==> config.mk <==
export PLATFORM = sky130hd
export DESIGN_NAME = saet_merge
export DESIGN_NICKNAME = d
export VERILOG_FILES = /design/src/rtl/core/saet_merge.sv
export SDC_FILE = /design/constraint.sdc
export NUM_CORES = 1
export LEC_CHECK = 0
export ABC_AREA = 1
export ABC_CLOCK_PERIOD_IN_PS = 14130
export BUFFER_PORTS_ARGS = -buffer_cell sky130_fd_sc_hd__clkbuf_2
export CAP_MARGIN = 20
export CORE_ASPECT_RATIO = 1.5
export CORE_MARGIN = 8
export CORE_UTILIZATION = 58
export DETAILED_ROUTE_END_ITERATION = 10
export PLACE_DENSITY = 0.9
export SYNTH_ARGS = -nofsm -noshare
export SYNTH_HDL_FRONTEND = slang
export SYNTH_SLANG_ARGS = --single-unit
==> constraint.sdc <==
create_clock -name vclk -period 14.13
set_input_delay 2.1195 -clock vclk [all_inputs]
set_output_delay 2.1195 -clock vclk [all_outputs]
set_load 0.01 [all_outputs]
==> src/rtl/core/saet_merge.sv <==
// Merge stage: max entry, min exit, hit decision over three lanes.
// No package dependency; widths by parameter.
`timescale 1ns / 1ps
module saet_merge #(
  parameter int TF = 16
) (
  input  logic signed [TF+2:0] te [3],
  input  logic signed [TF+2:0] tx [3],
  output logic [TF:0]          touch_time,
  output logic                 hit
);
  localparam logic signed [TF+2:0] ONE = (TF+3)'(1) <<< TF;
  logic signed [TF+2:0] en, ex;
  logic miss;
  always_comb begin
    en = te[0];
    ex = tx[0];
    for (int k = 1; k < 3; k++) begin
      if (te[k] > en) en = te[k];
      if (tx[k] < ex) ex = tx[k];
    end
    miss = (en > ex) || (te[0][TF+2] && te[1][TF+2] && te[2][TF+2]) ||
           (te[0] > ONE) || (te[1] > ONE) || (te[2] > ONE);
    hit        = !miss;
    touch_time = miss ? ONE[TF:0] : en[TF:0];
  end
endmodule

-- Word level (Yosys, flattened, before mapping)
Index checks and enable logic that the tools add are counted.
- output and inout bits: 18
- input port bits: 114
- flip-flop bits (word level): 0
- reduce and logical (&&, ||, !) cells: 7
- order comparisons: 8
- mux-type cells: 5
- operators with widths (kind ; number):
    two-way mux 19 bit ; 4
    > comparator 19 x 18 -> 1 bit, second input constant ; 3
    > comparator 19 bit ; 3
    < comparator 19 bit ; 2
    two-way mux 17 bit ; 1
    logical OR 1 bit ; 4
    logical AND 1 bit ; 2
    zero test 1 bit ; 1

-- Longest topological paths before layout
- depth after elaboration: 10
- gate-level depth with buffers: 41
- depth with buffers taken out: 37

-- Least setup slack after synthesis
OpenSTA, ideal clock, no wires.
- kind: in2out
- start: in tx[56] (netlist bit)
- end: out touch_time[10]
- slack: 5.154 ns
- buffers on the path: 3
- cell stages on the path: 33
- arrival: 6.856 ns
- path through: inv_1 -> ha_1 -> a21oi_1 -> nand2_1 -> a21oi_1 -> nand4_1 -> nand2_2 -> buf_2 -> o21ai_0 -> ha_1 -> nand2_1 -> nor2_1 -> nand4_1 -> nor4_2 -> nand2_4 -> nand2_8 -> nand2_8 -> buf_6 -> nand3_1 -> nand2_1 -> ha_1 -> a21oi_1 -> o21ai_0 -> a21oi_1 -> nor2_1 -> o21ai_0 -> nand2_1 -> nand2_1 -> nand2_1 -> xnor2_1 -> a21o_1 -> clkbuf_1 -> nor2_1
- cells in the longest elaborated chain, start to end: 10
- RTL lines (what ; RTL line ; text):
    from (decl) ; 8 ; input logic signed [TF+2:0] tx [3],
    < comparator 19 bit ; 20 ; if (tx[k] < ex) ex = tx[k];
    two-way mux 19 bit (*) ; 20 ;
    < comparator 19 bit ; 20 ;
    two-way mux 19 bit (*) ; 20 ;
    > comparator 19 bit (*) ; 22 ; miss = (en > ex) || (te[0][TF+2] && te[1][TF+2] && te[2][TF+2]) ||
    logical OR 1 bit (*) (2 in a row) ; 22 ;
    logical OR 1 bit (*) (2 in a row) ; 23 ; (te[0] > ONE) || (te[1] > ONE) || (te[2] > ONE);
    two-way mux 17 bit (*) ; 25 ; touch_time = miss ? ONE[TF:0] : en[TF:0];
    to (decl) ; 9 ; output logic [TF:0] touch_time,
Every way passes the cells marked *; elsewhere a longest branch is shown, timed or not.

-- Worst setup path after layout
- start: in te[56] (netlist bit)
- end: out touch_time[12]
- cells in the longest elaborated chain, start to end: 10
- RTL lines (what ; RTL line ; text):
    from (decl) ; 7 ; input logic signed [TF+2:0] te [3],
    > comparator 19 bit ; 19 ; if (te[k] > en) en = te[k];
    two-way mux 19 bit ; 19 ;
    > comparator 19 bit ; 19 ;
    two-way mux 19 bit ; 19 ;
    > comparator 19 bit ; 22 ;
    logical OR 1 bit (2 in a row) ; 22 ;
    logical OR 1 bit (2 in a row) ; 23 ;
    two-way mux 17 bit (*) ; 25 ;
Marks and branches as above.

==> flow_metrics.tcl <==
set metrics [dict create \
    hold_slack_ps 4633 \
    clkPwrFrac_pct 0 \
    port-buffer-count 132 \
    final_cells 850 \
    hold_viol 0 \
    wire_per_inst_um 14.12 \
    critPathKind "in2out" \
    start_kind "primary input" \
    endpoint_kind "output pin" \
    cts_hold_buf 0 \
    viasPerCell 5.487 \
    synth_warnings 0 \
    synth_area_um2 3884 \
    crit_fanout 24 \
    combPwrFrac_pct 100.0 \
    grt_overflow 0 \
    num_antenna_cells 0 \
    syn_avg_cell_area_um2 5.920 \
    setup_viol 0 \
    slowest_stage "inv_1" \
    tightest_slew_ps 581.9 \
    die_x_um 82.82 \
    ys_types 39 \
    min_path_type "in2out" \
    place_hpwl_mm 11.00 \
    synth_top_area_cell "ha_1" \
    drt-total-wl_mm 12.00 \
    clkbuf_count 0 \
    ant_nets 0 \
    ff_latch_area_um2 0 \
    die-area_um2 9625 \
    maxSlewHeadroom_pct 61.17 \
    grt_max_degree 39 \
    fp.coreArea_um2 6486 \
    crit_arrival_ps 8230 \
    place.gp.congestion 0.9287 \
    status "finished clean" \
    crit_required_ps 12010 \
    area_delta_synth_final_pct 16.88 \
    synth_cells 656 \
    grt_pass1_wl_mm 20.02 \
    critPathBufInv 5 \
    period_share_pct 73.22 \
    ys_top_cells_by_area "ha_1 (30%), nand2_1 (17%), inv_1 (11%)" \
    max_freq_ghz 0.09665 \
    report.final.slew_viol_count 0 \
    drtIter0Drc 214 \
    hold_start "te[16]" \
    placed_cells 849 \
    max_cap_viol_count 0 \
    p_int_uw 144.2 \
    fin_nets 984 \
    seq_cell_count 0 \
    drive_gt1_share_pct 21.45 \
    io_pins 132 \
    min_to "touch_time[16]" \
    start_util_pct 59.88 \
    synth_top_area_share_pct 30.28 \
    antenna_found_initial 0 \
    max_stage_delay_ps 500 \
    cp_common_cell "nand2_1" \
    ir_drop_mv 0.03466 \
    power_density_nw_per_um2 85.80 \
    drc 0 \
    p_leak_nw 2.836 \
    grt_pass1_vias 4688 \
    grt_setup_unrepaired "no" \
    rows 36 \
    hold_depth 4 \
    fin_util_pct 69.98 \
    cp_top_family "simple AND/OR/NAND/NOR gates" \
    switching_share_pct 62.96 \
    synth_top_cells_by_count "nand2_1 (173), inv_1 (113), ha_1 (94)" \
    switchingPower_uw 245.2 \
    first_pass_iters 5 \
    syn_nets 864 \
    fp.dieH_um 116.2 \
    min_period_ps 10350 \
    ys_seq_area_share_pct 0 \
    yosysMostFrequentCell "nand2_1" \
    grt_use_total_pct 23.86 \
    cts_resized 0 \
    setup_tns_ps 0 \
    vias 4664 \
    seq_power_share_pct 0 \
    post_cts_buffers 0 \
]
[metal layers]
| layer | wire length (um) | GRT usage (%) |
|---|---|---|
| met5 | 0 | 0 |
| met4 | 634 | 12.35 |
| met3 | 766 | 4.745 |
| met2 | 6224 | 46.88 |
| met1 | 4379 | 22.83 |
[power groups by stage]
stage	Clock, mW	Combinational [mW]	Sequential (mW)
2_1_floorplan	0	0.291	0
3_3_place_gp	0	0.371	0
3_5_place_dp	0	0.387	0
4_1_cts	0	0.388	0
5_1_grt	0	0.448	0
6_report	0	0.389	0
[metrics by stage]
step	worst slack, ps	power [mW]	instance area, um2
2_1_floorplan	5154	0.2911	3884
3_3_place_gp	3362	0.3713	4524
3_5_place_dp	3197	0.3871	4524
4_1_cts	3186	0.3883	4524
5_1_grt	3016	0.4478	4539
6_report	3784	0.3895	4539
[logic make-up (layout without fill, tap and decap cells)]
kind of cell               after synthesis  in the layout  synth area share [%]
AOI/OAI and AO/OA                      109            109                 15.37
xor gates and xnor gates                 2              2                0.4511
adders and majority gates               94             94                 30.28
buffers and inverters                  128            246                 13.89
and+or+nand+nor                        323            323                 40.01
[worst max path at each step]
stage,cells past startpoint,startpoint,end
floorplan,33,tx[56],touch_time[10]
global placement,35,te[56],touch_time[12]
detailed placement,35,te[56],touch_time[12]
CTS,35,te[56],touch_time[12]
global route,36,te[56],touch_time[15]
finish,36,te[56],touch_time[12]
[cell type report]
cell class / count / area [um2]
multi-input combinational: 528 / 3344
fill: 618 / 1947
timing repair buffer: 133 / 675.6
tap: 76 / 95.09
inverter: 113 / 424.2
[cell usage in the layout, fill, tap and decap left out]
cell type	count
buf_8	1
inv_1	113
o211ai_1	2
or2_1	1
nor4_2	1
o21ai_0	39
and2_1	3
a221oi_1	1
xnor2_1	2
nor2_1	44
nand2_1	173
nor4b_1	1
nor4_1	7
nand2_2	7
o21bai_1	1
nand2_4	1
nand3b_1	1
a21oi_1	38
nand3_4	2
clkbuf_2	132
nor3_1	3
o21ai_1	16
nor2_2	3
ha_1	94
a21oi_4	1
nand4_1	17
o221ai_1	1
a211oi_1	2
o21a_1	3
nand2_8	3
nand3_1	41
nand3_2	14
o31ai_1	1
or2_2	1
a21o_1	4
Note: power is estimated with default switching activity, not from simulation.
