<file path="src/rtl/core/saet_divstage.sv">
// One restoring-division step shared by the pipelined quotient lanes.
// Depends on nothing; widths come from parameters.
`timescale 1ns / 1ps
module saet_divstage #(
  parameter int NW = 27,
  parameter int DW = 24,
  parameter int QW = 18
) (
  input  logic [NW-1:0] rem_in,
  input  logic [DW-1:0] den,
  input  logic [QW-1:0] q_in,
  output logic [NW-1:0] rem_out,
  output logic [QW-1:0] q_out
);
  logic [NW:0] sh;
  always_comb begin
    sh = {rem_in, 1'b0};
    if (sh >= {{(NW+1-DW){1'b0}}, den}) begin
      rem_out = NW'(sh - {{(NW+1-DW){1'b0}}, den});
      q_out   = {q_in[QW-2:0], 1'b1};
    end else begin
      rem_out = sh[NW-1:0];
      q_out   = {q_in[QW-2:0], 1'b0};
    end
  end
endmodule

</file>
<file path="src/rtl/core/saet_lane.sv">
// Per-axis lane: picks entry and exit distances, then two pipelined dividers give
// signed Q2.F times saturated to [-2, 2]. Uses saet_divstage.
`timescale 1ns / 1ps
module saet_lane #(
  parameter int CB   = 24,
  parameter int TF   = 16,
  parameter bit DOWN = 1'b0
) (
  input  logic                 clk,
  input  logic                 advance,
  input  logic signed [CB-1:0] off,
  input  logic [CB-2:0]        msz,
  input  logic [CB-2:0]        tsz,
  input  logic signed [CB-1:0] vel,
  output logic signed [TF+2:0] t_in,
  output logic signed [TF+2:0] t_out
);
  // distances need CB+1 bits signed; magnitude fits in CB+1 unsigned bits
  localparam int DW = CB + 1;
  localparam int NW = DW + 1;   // remainder < 2*den
  localparam int QW = TF + 2;   // quotient integer part 0..1 plus fraction
  localparam int ST = TF + 1;   // 1 integer step plus TF fraction steps
  localparam logic [QW-1:0] SAT = QW'(2) << TF;

  logic signed [DW-1:0] din, dout, offe, me, te;
  always_comb begin
    offe = DW'(off);
    me   = signed'({2'b00, msz});
    te   = signed'({2'b00, tsz});
    if (!DOWN) begin
      din  = (vel > 0) ? offe - me : offe + te;
      dout = (vel > 0) ? offe + te : offe - me;
    end else begin
      din  = (vel > 0) ? offe - te : offe + me;
      dout = (vel > 0) ? offe + me : offe - te;
    end
  end

  // stage 0 register: magnitudes, signs, flags
  logic [DW-1:0] n0 [2];
  logic [DW-1:0] m0;
  logic [1:0]    neg0, sat0;
  logic          zero0;
  logic [DW-1:0] na, nb, mv;
  always_comb begin
    na = din[DW-1] ? DW'(-din) : DW'(din);
    nb = dout[DW-1] ? DW'(-dout) : DW'(dout);
    mv = vel[CB-1] ? DW'(-DW'(vel)) : DW'(vel);
  end
  always_ff @(posedge clk) begin
    if (advance) begin
      n0[0] <= na;
      n0[1] <= nb;
      m0    <= mv;
      neg0  <= {dout[DW-1] ^ vel[CB-1], din[DW-1] ^ vel[CB-1]};
      sat0  <= {({1'b0, nb} >= {mv, 1'b0}), ({1'b0, na} >= {mv, 1'b0})};
      zero0 <= (vel == '0);
    end
  end

  // division pipe: ST stages, numerator bits fed MSB first from a shifted copy
  logic [NW-1:0] rem [2][ST+1];
  logic [QW-1:0] q   [2][ST+1];
  logic [DW-1:0] den [ST+1];
  logic [1:0]    negp [ST+1];
  logic [1:0]    satp [ST+1];
  logic          zp   [ST+1];

  // since n < 2m the integer part is 0 or 1: start with remainder n >> 1
  // and bring in bit 0 as the first step, then zeros.
  logic [NW-1:0] rem_s [2][ST];
  logic [QW-1:0] q_s   [2][ST];
  always_comb begin
    rem[0][0] = NW'(n0[0] >> 1);
    rem[1][0] = NW'(n0[1] >> 1);
    q[0][0]   = '0;
    q[1][0]   = '0;
    den[0]    = m0;
    negp[0]   = neg0;
    satp[0]   = sat0;
    zp[0]     = zero0;
  end

  logic [1:0] lsb0;
  assign lsb0 = {n0[1][0], n0[0][0]};

  for (genvar s = 0; s < ST; s++) begin : g_st
    for (genvar k = 0; k < 2; k++) begin : g_k
      if (s == 0) begin : g_first
        // first step brings in the numerator LSB
        logic [NW:0] sh;
        always_comb begin
          sh = {rem[k][0], lsb0[k]};
          if (sh >= {{(NW+1-DW){1'b0}}, den[0]}) begin
            rem_s[k][s] = NW'(sh - {{(NW+1-DW){1'b0}}, den[0]});
            q_s[k][s]   = QW'(1);
          end else begin
            rem_s[k][s] = sh[NW-1:0];
            q_s[k][s]   = '0;
          end
        end
      end else begin : g_rest
        // later steps shift in zeros
        saet_divstage #(.NW(NW), .DW(DW), .QW(QW)) u_st (
          .rem_in (rem[k][s]),
          .den    (den[s]),
          .q_in   (q[k][s]),
          .rem_out(rem_s[k][s]),
          .q_out  (q_s[k][s])
        );
      end
      always_ff @(posedge clk) begin
        if (advance) begin
          rem[k][s+1] <= rem_s[k][s];
          q[k][s+1]   <= q_s[k][s];
        end
      end
    end
    always_ff @(posedge clk) begin
      if (advance) begin
        den[s+1]  <= den[s];
        negp[s+1] <= negp[s];
        satp[s+1] <= satp[s];
        zp[s+1]   <= zp[s];
      end
    end
  end

  logic [QW-1:0] mag [2];
  always_comb begin
    for (int k = 0; k < 2; k++)
      mag[k] = satp[ST][k] ? SAT : q[k][ST];
    if (zp[ST]) begin
      t_in  = -signed'((TF+3)'(SAT));
      t_out = signed'((TF+3)'(SAT));
    end else begin
      t_in  = negp[ST][0] ? -signed'((TF+3)'(mag[0])) : signed'((TF+3)'(mag[0]));
      t_out = negp[ST][1] ? -signed'((TF+3)'(mag[1])) : signed'((TF+3)'(mag[1]));
    end
  end
endmodule

</file>
<file path="config.mk">
export PLATFORM = sky130hd
export DESIGN_NAME = saet_lane
export DESIGN_NICKNAME = d
export VERILOG_FILES = /design/src/rtl/core/saet_divstage.sv /design/src/rtl/core/saet_lane.sv
export SDC_FILE = /design/constraint.sdc
export NUM_CORES = 2
export LEC_CHECK = 0
export ABC_AREA = 0
export BUFFER_PORTS_ARGS = -buffer_cell sky130_fd_sc_hd__clkbuf_2
export CORE_ASPECT_RATIO = 1.4
export CORE_UTILIZATION = 35
export DETAILED_ROUTE_END_ITERATION = 16
export SLEW_MARGIN = 15
export SYNTH_ARGS = -nofsm -noshare
export SYNTH_HDL_FRONTEND = slang
export SYNTH_HIERARCHICAL = 1
export SYNTH_SLANG_ARGS = --single-unit
</file>
<file path="constraint.sdc">
create_clock -name clk -period 5.7 [get_ports clk]
set_input_delay 0.57 -clock clk [delete_from_list [all_inputs] [get_ports clk]]
set_output_delay 0.57 -clock clk [all_outputs]
set_load 0.005 [all_outputs]
</file>
## Word level (Yosys, flattened, before mapping)

Memory sizes are Yosys's and may differ from the RTL's.
Cells that the tools add are included.

| cells by class | value |
|---|---|
| $add $sub $neg | 39 |
| $lt $le $gt $ge | 37 |
| multiplexer cells | 79 |
| bitwise operators | 2 |
| reductions and logical operators | 1 |

Operator list:

| kind | count |
|---|---|
| >= comparator 27 x 25 -> 1 bit | 32 |
| 2-to-1 mux 26 bit | 30 |
| subtractor 26 x 25 -> 26 bit | 30 |
| 2-to-1 mux 25 bit | 7 |
| 2-to-1 mux 19 bit | 4 |
| >= comparator 25 x 26 -> 1 bit | 2 |
| subtractor 25 x 25 -> 26 bit | 2 |
| >= comparator 25 bit | 2 |
| negator 25 bit | 2 |
| negator 18 -> 19 bit | 2 |
| 2-to-1 mux 1 bit | 36 |
| 2-to-1 mux 18 bit | 2 |
| adder 24 x 24 -> 25 bit | 1 |
| negator 24 -> 25 bit | 1 |
| subtractor 24 x 24 -> 25 bit | 1 |
| greater-than comparator 24 x 1 -> 1 bit, second input constant | 1 |
| logical NOT 24 bit | 1 |
| bitwise XOR 1 bit | 2 |

| word-level totals | value |
|---|---|
| flip-flop bits (word level) | 1653 |
| memory bits (writable) | 50 |
| bits of input ports | 96 |
| output and inout port bits | 38 |
| word-level logic and storage cells | 328 |
| memories | 1 |

Memory list:

| memory | depth | bits a word | read ports | clocked after Yosys merged registers in | write ports | line | RTL |
|---|---|---|---|---|---|---|---|
| n0 | 2 | 25 | 2 | 0 | 2 | saet_lane.sv:40 | `logic [DW-1:0] n0 [2];` |

## Depth between registers and ports, before layout

| logic depth | value |
|---|---|
| depth in word-level cells | 5 |
| mapped depth | 28 |
| gate-level depth less buffers | 25 |

## Hierarchy

The synthesis kept the hierarchy.

Modules (own cells, without submodules):

| module | instances | cells each | area an instance (sq um) | sequential area each (sq um) |
|---|---|---|---|---|
| saet_lane | 1 | 3572 | 69952.1 | 59306.9 |
| saet_divstage | 32 | 255 | 1943.1 | 0.0 |

## Worst setup path after synthesis

OpenSTA, ideal clock, no wires.

| path | value |
|---|---|
| path type | input port to flip-flop |
| start point | input port vel[1] |
| end point | register sat0[0] (netlist name) |
| setup time | 0.261 ns |
| arrival | 4.993 ns |
| data required time | 5.439 ns |
| slack | 0.446 ns |
| stages | 28 |
| buffers on the path | 4 |
| cell sequence | inv_1 > ha_1 > or3b_2 > and2b_1 > a31o_2 > buf_4 > buf_6 > buf_2 > buf_2 > mux2i_1 > inv_1 > ha_1 > o2111ai_1 > nor2_4 > nand3_2 > o21ai_0 > xor2_1 > ha_1 > a21o_1 > a21o_1 > a21o_1 > a21o_1 > a21o_1 > a21o_1 > a21oi_1 > nand2_1 > o211ai_1 > a21oi_1 |

| on the way | value |
|---|---|
| word-level cells in the longest chain between the ends | 5 |
| elaborated cells on any way between the ends | 7 |
| those cells by class | add/sub: 2; order compare: 2; mux: 3 |

RTL lines:

| item | line | RTL |
|---|---|---|
| start: declaration | saet_lane.sv:14 | `input logic signed [CB-1:0] vel,` |
| greater-than comparator 24 x 1 -> 1 bit * | - |  |
| 2-to-1 mux 25 bit * | saet_lane.sv:31 | `din = (vel > 0) ? offe - me : offe + te;` |
| negator 25 bit | saet_lane.sv:46 | `na = din[DW-1] ? DW'(-din) : DW'(din);` |
| 2-to-1 mux 25 bit * | saet_lane.sv:46 |  |
| net na[10] | saet_lane.sv:44 | `logic [DW-1:0] na, nb, mv;` |
| >= comparator 25 x 26 -> 1 bit * | saet_lane.sv:56 | `sat0 <= {({1'b0, nb} >= {mv, 1'b0}), ({1'b0, na} >= {mv, 1'b0})};` |

The timed path passes the listed nets; every way through them passes the cells marked *.
A chain may end at the register's enable or synchronous reset.

## Final worst setup path

| path | value |
|---|---|
| start point | input port vel[0] |
| end point | register sat0[0] (netlist name) |

| on the way | value |
|---|---|
| word-level cells in the longest chain between the ends | 5 |
| elaborated cells on any way between the ends | 7 |
| those cells by class | add/sub: 2; order compare: 2; mux: 3 |

RTL lines:

| item | line |
|---|---|
| greater-than comparator 24 x 1 -> 1 bit * | - |
| 2-to-1 mux 25 bit * | saet_lane.sv:31 |
| negator 25 bit | saet_lane.sv:46 |
| 2-to-1 mux 25 bit * | saet_lane.sv:46 |
| net na[3] | saet_lane.sv:44 |
| >= comparator 25 x 26 -> 1 bit * | saet_lane.sv:56 |

Marked as above.

==> results_dict.tcl <==
set metrics [dict create \
    cts_sinks 1735 \
    finalSetupViolCount 0 \
    report.final.hold_viol_count 0 \
    track_usage 0.2025 \
    rsz0062_at_grt "no" \
    syn_to_final_growth_pct 8.294 \
    p_leak_nw 52.93 \
    switching_power_mw 29.96 \
    slew_headroom 0.2799 \
    crit_arrival_ns 5.61 \
    routedWlPerCell_um 23.30 \
    cts_buffers 190 \
    path_max_fanout 61 \
    start_util 0.3515 \
    dieArea_mm2 0.3481 \
    skew_ns 0.09756 \
    crit_type "primary input to flip-flop" \
    start_kind "primary input" \
    fin_crit_sh 0.8695 \
    fin_setup_tns_ns 0 \
    finish.utilization 0.3806 \
    first_iter_violations 4548 \
    yosys_warnings 6 \
    synth.avg_cell_area_um2 11.02 \
    drt-total-wl_um 363800 \
    cts_tree "done" \
    final_nets 12050 \
    hpwl_um 296500 \
    min_period_ns 4.956 \
    drv_cap 0 \
    grt_overflow 0 \
    ctsResizeCount 0 \
    cts_root_buf "clkbuf_16" \
    whs_ns 0.05249 \
    htreeDepth 4 \
    portBuffers 133 \
    die_w_um 498.9 \
    status "complete, no violations" \
    cts_setup_buffers 0 \
    clk_pin_slew_ns 0.07 \
    cts_hold_buf 1 \
    p_seq_frac 0.299 \
    min_path_type "primary input to flip-flop" \
    fp-row-count 255 \
    netlist_instances 10980 \
    insertion_delay_ns 0.91 \
    routed-via-count 83140 \
    layout-drive-gt1-share 0.1379 \
    fillers 33730 \
    die_h_um 697.7 \
    vias_per_cell 5.324 \
    p_int_mw 46.03 \
    worst_ep_required_time_ns 6.36 \
    ios 134 \
    grt_antenna_before_repair 6 \
    gp_congestion 0.9501 \
    firstDrtPassIters 6 \
    slew_viol_final 0 \
    power.share.clock 0.168 \
    syn-cell-area_mm2 0.1210 \
    grt_pass1_vias 85160 \
    core-area_mm2 0.3443 \
    fmax_mhz 201.8 \
    tightest_slew_ns 1.080 \
    p_per_area_mw_per_mm2 579.9 \
    drcViolationCount 0 \
    end_kind "flip-flop" \
    ir_worst_vdd_v 0.0002751 \
    grt_max_degree 187 \
    pwr-share-comb 0.532 \
    cts_buffer_depth 4 \
    drt.antenna.violating_nets 0 \
    netSwitchingFraction 0.3943 \
    grt_pass1_wl_um 526900 \
]
-- final timing paths --
path               start        to  slack [ns]  depth (start not counted)
setup / recovery  vel[0]   sat0[0]        0.74                         22
hold / removal    vel[2]     m0[2]        0.05                          2
setup reg to reg   m0[0]  rem[418]        1.21                         13
hold reg to reg   q[422]    q[405]        0.35                          0
-- flip-flops by register name, indices dropped and copies added (netlist names) --
signal / cells
satp: 34
n0: 50
rem: 832
sat0: 2
den: 400
m0: 25
neg0: 2
zero0: 1
negp: 34
q: 338
zp: 17
-- power groups by stage --
stage	logic, mW	clock network [mW]	registers, mW
2_1_floorplan	32.6	0	21.5
3_3_place_gp	40.0	0	23.0
3_5_place_dp	40.1	0	23.0
4_1_cts	40.3	13.1	22.7
5_1_grt	43.9	13.5	23.0
6_report	40.5	12.8	22.7
-- metrics by stage --
stage	power, mW	area, um^2	std cells	worst slack, ns
2_1_floorplan	54.11	121000	10980	0.4460
3_3_place_gp	62.96	124700	15270	-0.01748
3_5_place_dp	63.09	124700	15270	-0.004909
4_1_cts	76.13	131000	15610	0.7699
5_1_grt	80.40	131000	15610	0.3921
6_report	75.99	131000	15620	0.7438
-- routing by layer --
layer | wire, um | global-route usage | vias up
li1 | - | - | 40350
met1 | 107600 | 0.1576 | 39800
met2 | 200300 | 0.4051 | 1902
met3 | 9989 | 0.02217 | 1087
met4 | 45890 | 0.2196 | 2
met5 | 13 | 0 | -
-- worst max-delay path, cell delays in order --
cell and delay [ns]:
dlygate4sd3_1 0.54, clkbuf_2 0.11, inv_1 0.05, ha_1 0.15, or3b_2 0.48, and2b_1 0.33
a31o_2 0.30, buf_12 0.29, a31oi_2 0.21, buf_4 0.20, a211oi_1 0.26, xor2_1 0.28
ha_1 0.31, o21a_1 0.12, o21a_1 0.16, o21a_1 0.16, o21a_1 0.16, o21ai_0 0.16
a21oi_1 0.10, o31a_1 0.36, o211ai_1 0.20, a21oi_1 0.08
-- area by class of cell --
type | instances | area (um^2) | area share
tap | 4497 | 5627 | 0.04294
timing repair buffer | 283 | 1984 | 0.01514
antenna | 3 | 7.507 | 0.00005729
clock buffer | 220 | 4974 | 0.03795
inverter | 1137 | 4268 | 0.03257
sequential | 1735 | 52100 | 0.3976
multi-input combinational | 7620 | 60700 | 0.4632
clock inverter | 120 | 1378 | 0.01051
-- layout by cell type, fill, tap and decap left out, drive strengths merged, types with 38 or more instances in the layout --
cell type,count
edfxtp,1735
inv,1144
ha,949
a21oi,786
o21ai,724
mux2,541
nor2,515
nand2,462
xnor2,453
clkbuf,352
nand3,348
a21o,336
xor2,290
and3,173
a211oi,172
nand2b,163
o21bai,159
buf,150
nand4,148
nor2b,121
nor3,119
o21a,118
o31ai,113
a31oi,85
mux2i,77
clkinv,75
a2111oi,64
or2,45
nor4,45
and2,43
o31a,41
o211ai,40
a21boi,40
and4,38
or4,38
a22oi,38
(Power assumes the default switching activity.)
